`src/sv/fcm_pkg.sv`:
```
// shared types and constants for the flow cache meter
package fcm_pkg;

    localparam int unsigned DEF_CACHE_DEPTH = 64;
    localparam logic [7:0] PROTO_ICMP = 8'd1;
    localparam logic [7:0] PROTO_TCP = 8'd6;
    localparam logic [31:0] RST_ACTIVE_MS = 32'd60000;
    localparam logic [31:0] RST_INACTIVE_MS = 32'd10000;
    localparam logic [5:0] RST_MAX_FLOWS = 6'd63;
    localparam int unsigned FLAG_FIN = 0;
    localparam int unsigned FLAG_RST = 2;

    localparam logic [1:0] REG_ACTIVE = 2'd0;
    localparam logic [1:0] REG_INACTIVE = 2'd1;
    localparam logic [1:0] REG_MAX_FLOWS = 2'd2;

    typedef struct packed {
        logic [31:0] src_addr;
        logic [31:0] dst_addr;
        logic [15:0] src_port;
        logic [15:0] dst_port;
        logic [7:0]  protocol;
        logic [7:0]  tos;
        logic [7:0]  flags;
        logic [31:0] pkts;
        logic [31:0] octets;
        logic [31:0] first_ms;
        logic [31:0] last_ms;
    } fcm_entry_t;

    typedef struct packed {
        logic shift;
        logic wr;
    } fcm_cell_ctl_t;

endpackage

```
`src/sv/fcm_cell.sv`:
```
// one flow slot of the cache chain
module fcm_cell #(
    parameter int unsigned IDX_W = 6,
    parameter int unsigned IDX = 0
) (
    input  logic                 clk,
    input  fcm_pkg::fcm_cell_ctl_t ctl,
    input  logic [IDX_W-1:0]     wr_idx,
    input  fcm_pkg::fcm_entry_t  wr_entry,
    input  fcm_pkg::fcm_entry_t  right_entry,
    output fcm_pkg::fcm_entry_t  entry
);
    import fcm_pkg::*;

    fcm_entry_t entry_reg;

    // a write to this slot wins over the shift from the neighbor
    always_ff @(posedge clk)
    begin
        if (ctl.wr && wr_idx == IDX_W'(IDX))
        begin
            entry_reg <= wr_entry;
        end
        else if (ctl.shift)
        begin
            entry_reg <= right_entry;
        end
    end

    assign entry = entry_reg;

endmodule

```
`config.mk`:
```
export PLATFORM = sky130hd
export DESIGN_NAME = fcm_cell
export DESIGN_NICKNAME = d
export VERILOG_FILES = /design/src/sv/fcm_pkg.sv /design/src/sv/fcm_cell.sv
export SDC_FILE = /design/constraint.sdc
export NUM_CORES = 1
export LEC_CHECK = 0
export BUFFER_PORTS_ARGS = -buffer_cell sky130_fd_sc_hd__clkbuf_2
export CORE_AREA = 2 2 294 296
export DETAILED_ROUTE_END_ITERATION = 10
export DIE_AREA = 0 0 296 298
export PLACE_DENSITY = 0.39
export SYNTH_ARGS = -nofsm -noshare
export SYNTH_HDL_FRONTEND = slang
export SYNTH_SLANG_ARGS = --single-unit
```
`constraint.sdc`:
```
create_clock -name clk -period 18.45 [get_ports clk]
set_input_delay 1.845 -clock clk [delete_from_list [all_inputs] [get_ports clk]]
set_output_delay 1.845 -clock clk [all_outputs]
set_load 0.01 [all_outputs]
```
# Word level (Yosys, flattened, before mapping)
# Index checks and enable logic that the tools add are counted.
# Widths: inputs -> output; s select.
# word_totals
register_bits	248
inputBits	505
output_inout_bits	248
elab_cells	16
# classes
n_mux	2
n_reduce_logical	3
# op_table
cell	n
$mux 248	2
$logic_not 6->1	1
$reduce_bool 2->1	1
$logic_and 1x1->1	1

# Logic depth before layout (Yosys ltp)
# depth
ltp_word	3
depth_mapped	5

# Least setup slack after synthesis
# No wires, ideal clock.
# synth_path
path_kind	input to register
start	input port wr_idx[1]
end	register entry_reg, in the netlist entry[0] (enable)
setup_ps	655
t_arrival_ps	8258
required_ps	17795
setup_slack_ps	9538
path_stages	5
path_buffers	2
path_cell_list	nor4_2 > nand3_2 > buf_2 > buf_6 > nand2b_1
# synth_between
elab_chain_len	3
# synth_lines
element	line_no	text
start: declaration	fcm_cell.sv:8	input logic [IDX_W-1:0] wr_idx,
$logic_not 6->1	fcm_cell.sv:20	if (ctl.wr && wr_idx == IDX_W'(IDX))
$logic_and 1x1->1	fcm_cell.sv:20	
$reduce_bool 2->1 (no source line)	--	
end signal: assignment	fcm_cell.sv:22	entry_reg <= wr_entry;
end signal: assignment	fcm_cell.sv:26	entry_reg <= right_entry;
end: declaration	fcm_cell.sv:15	fcm_entry_t entry_reg;
# Every way passes these cells.
# A chain may end at the register's enable or synchronous reset.

# Final worst setup path
# layout_path
start	input port wr_idx[1]
end	register entry_reg, in the netlist entry[98] (enable)
# Same word-level chain as after synthesis.

==> metrics <==
post-synthesis cell type count=11; maximum VDD drop=between 0.05 and 0.06 mV; antenna cells=0; root buffer selected by CTS=clkbuf_16; H-tree depth=1; Avg WL per Cell=approximately 15 um; DR iter-0 viols=around 250; critical path type=in2reg; DRC=0; share of cells above drive strength 1=0.646; deepest clock path buffer count=3; max FFs per register=about 250; cell accounting for the most synthesized area=edfxtp_1; crit path max fanout=66; number of port buffers=about 750; Syn Area/Cell=approximately 20 um2; Startpoint Class=primary input; Finished Cell Area=around 16000 um2; main combinational cell family by area after synthesis=multiplexers; WP data required=~19 ns; GPL Wtd Cong=slightly below 0.8; Min-Delay Path Class=in2reg; first-pass GRT wire length=between 50000 and 60000 um; final core occ=0.194; post-synthesis simple-gate area fraction=0.00311; Die X=296 um; FF+latch count, synth=~250; status=completed; GRT Overall Usage=0.0788; maxcap violations=0; HPWL after detailed placement=slightly above 30000 um; leakage power=7.08 nW; Syn Inst Count=about 530; dpl ws=approximately 13 ns; Mapped Nets=between 1000 and 1500; RSZ-0062 raised after global routing=false; Final Power=roughly 1.4 mW; I/O Pins=~750; drt total wl=roughly 38000 um; Period minus WS final=about 5.3 ns; fin cells=around 2500; synthesized-area fraction occupied by adder cells=0; antenna violations before repair=1; Final Cycle Share=0.285; PostCTS Resize Cnt=0; Final Hold Fails=0; final hold slack=1.54 ns; largest net degree at the start of global routing=128; worst-margin pin slew=1.07 ns; Slew HR=0.289; core area=approximately 85000 um2; Sum Neg Setup Slack=0 ns; CTS tree=built; mux share of post-synthesis cell area=0.267; fin worst setup slack=roughly 13 ns; Setup crit end kind=flop; Synth Warn #=0; Max Slew Vio Count=0; # setup viols final=0; Vias=between 7000 and 8000; clock-pin slew on the worst setup and hold paths=approximately 0.060 ns; post-synthesis sequential area ratio=0.711; Die Height=298 um; CP Data Arrival Time=between 5 and 6 ns; die area=between 80000 and 90000 um2; Rows=about 110; Area contributors post-synth=edfxtp_1 71%, mux2_1 22%, mux2_2 5.1%; Sink Count=between 200 and 250; Power Density=around 86 nW/um2; fin nets=1794; hold depth=2; total CTS buffers=30; mapped cell area=10500 um2; Synth Area in Compound Gates=0; DR pass1 iterations=4; hold buffers post-CTS=0; Post-Place Cells=~2400; Fmax achieved=~0.19 GHz; Area after DPL=about 16000 um2; post-synth top area share=0.711; XOR/XNOR Fraction of Synth Area=0; DR vias/cell=~3.2; postcts setup bufs=0; total grt overflow=0; number of nets with antenna violations after routing=0; Layout area overhead=57.1%; Initial Util=0.123; vias in the first global route=~8300
## cell usage in the layout (no fill, tap or decap)
cell and count:
inv_8 1, clkbuf_16 31, nor4_2 1, clkinv_1 7, clkinv_2 6, clkbuf_2 752, buf_4 4, nand3_4 1
mux2_1 201, clkbuf_1 8, bufinv_16 1, edfxtp_1 248, nor2_1 1, buf_12 1, clkinvlp_4 2, nand2b_4 1
mux2_2 47
## logic make-up (layout without fill, tap and decap cells)
kind of cell	after synthesis	after routing
muxes	248	248
DFF	248	248
and+or+nand+nor	4	4
buffers and inverters	27	813
## per-layer routing
metal  up-vias  GRT usage  share of wire
met5         -          0        0.00032
met3        54     0.0316           0.11
met4         2     0.0243          0.030
li1       3610          -              -
met2       437      0.155           0.54
met1      3662     0.0726           0.33
## critical path: stages
cell and delay, ns:
clkbuf_2 0.09, nor4_2 0.35, nand3_4 0.59, nand2b_4 0.91, buf_4 0.71, buf_4 0.82
## synth_stat cells, drive strengths merged
cell,instances
nor4,1
mux2,248
nand2b,1
buf,27
nand3,1
edfxtp,248
nor2,1
## path summary, 6_finish.rpt
check,from,end
min,wr_entry[139],entry[139]
max,wr_idx[1],entry[98]
## final cells by class
type / count / area, um2
Tap cell: 1144 / 1430
Sequential cell: 248 / 7450
Clock inverter: 17 / 113
Fill cell: 9404 / 68400
Multi-Input combinational cell: 252 / 2840
Timing Repair Buffer: 757 / 3810
Clock buffer: 39 / 806
## report_power, final
| part | internal, mW | switching [mW] |
|---|---|---|
| clock network | 0.320 | 0.242 |
| registers | 0.674 | 0.0140 |
| logic | 0.0831 | 0.0863 |
No activity file was read; power rests on OpenSTA's default activity.
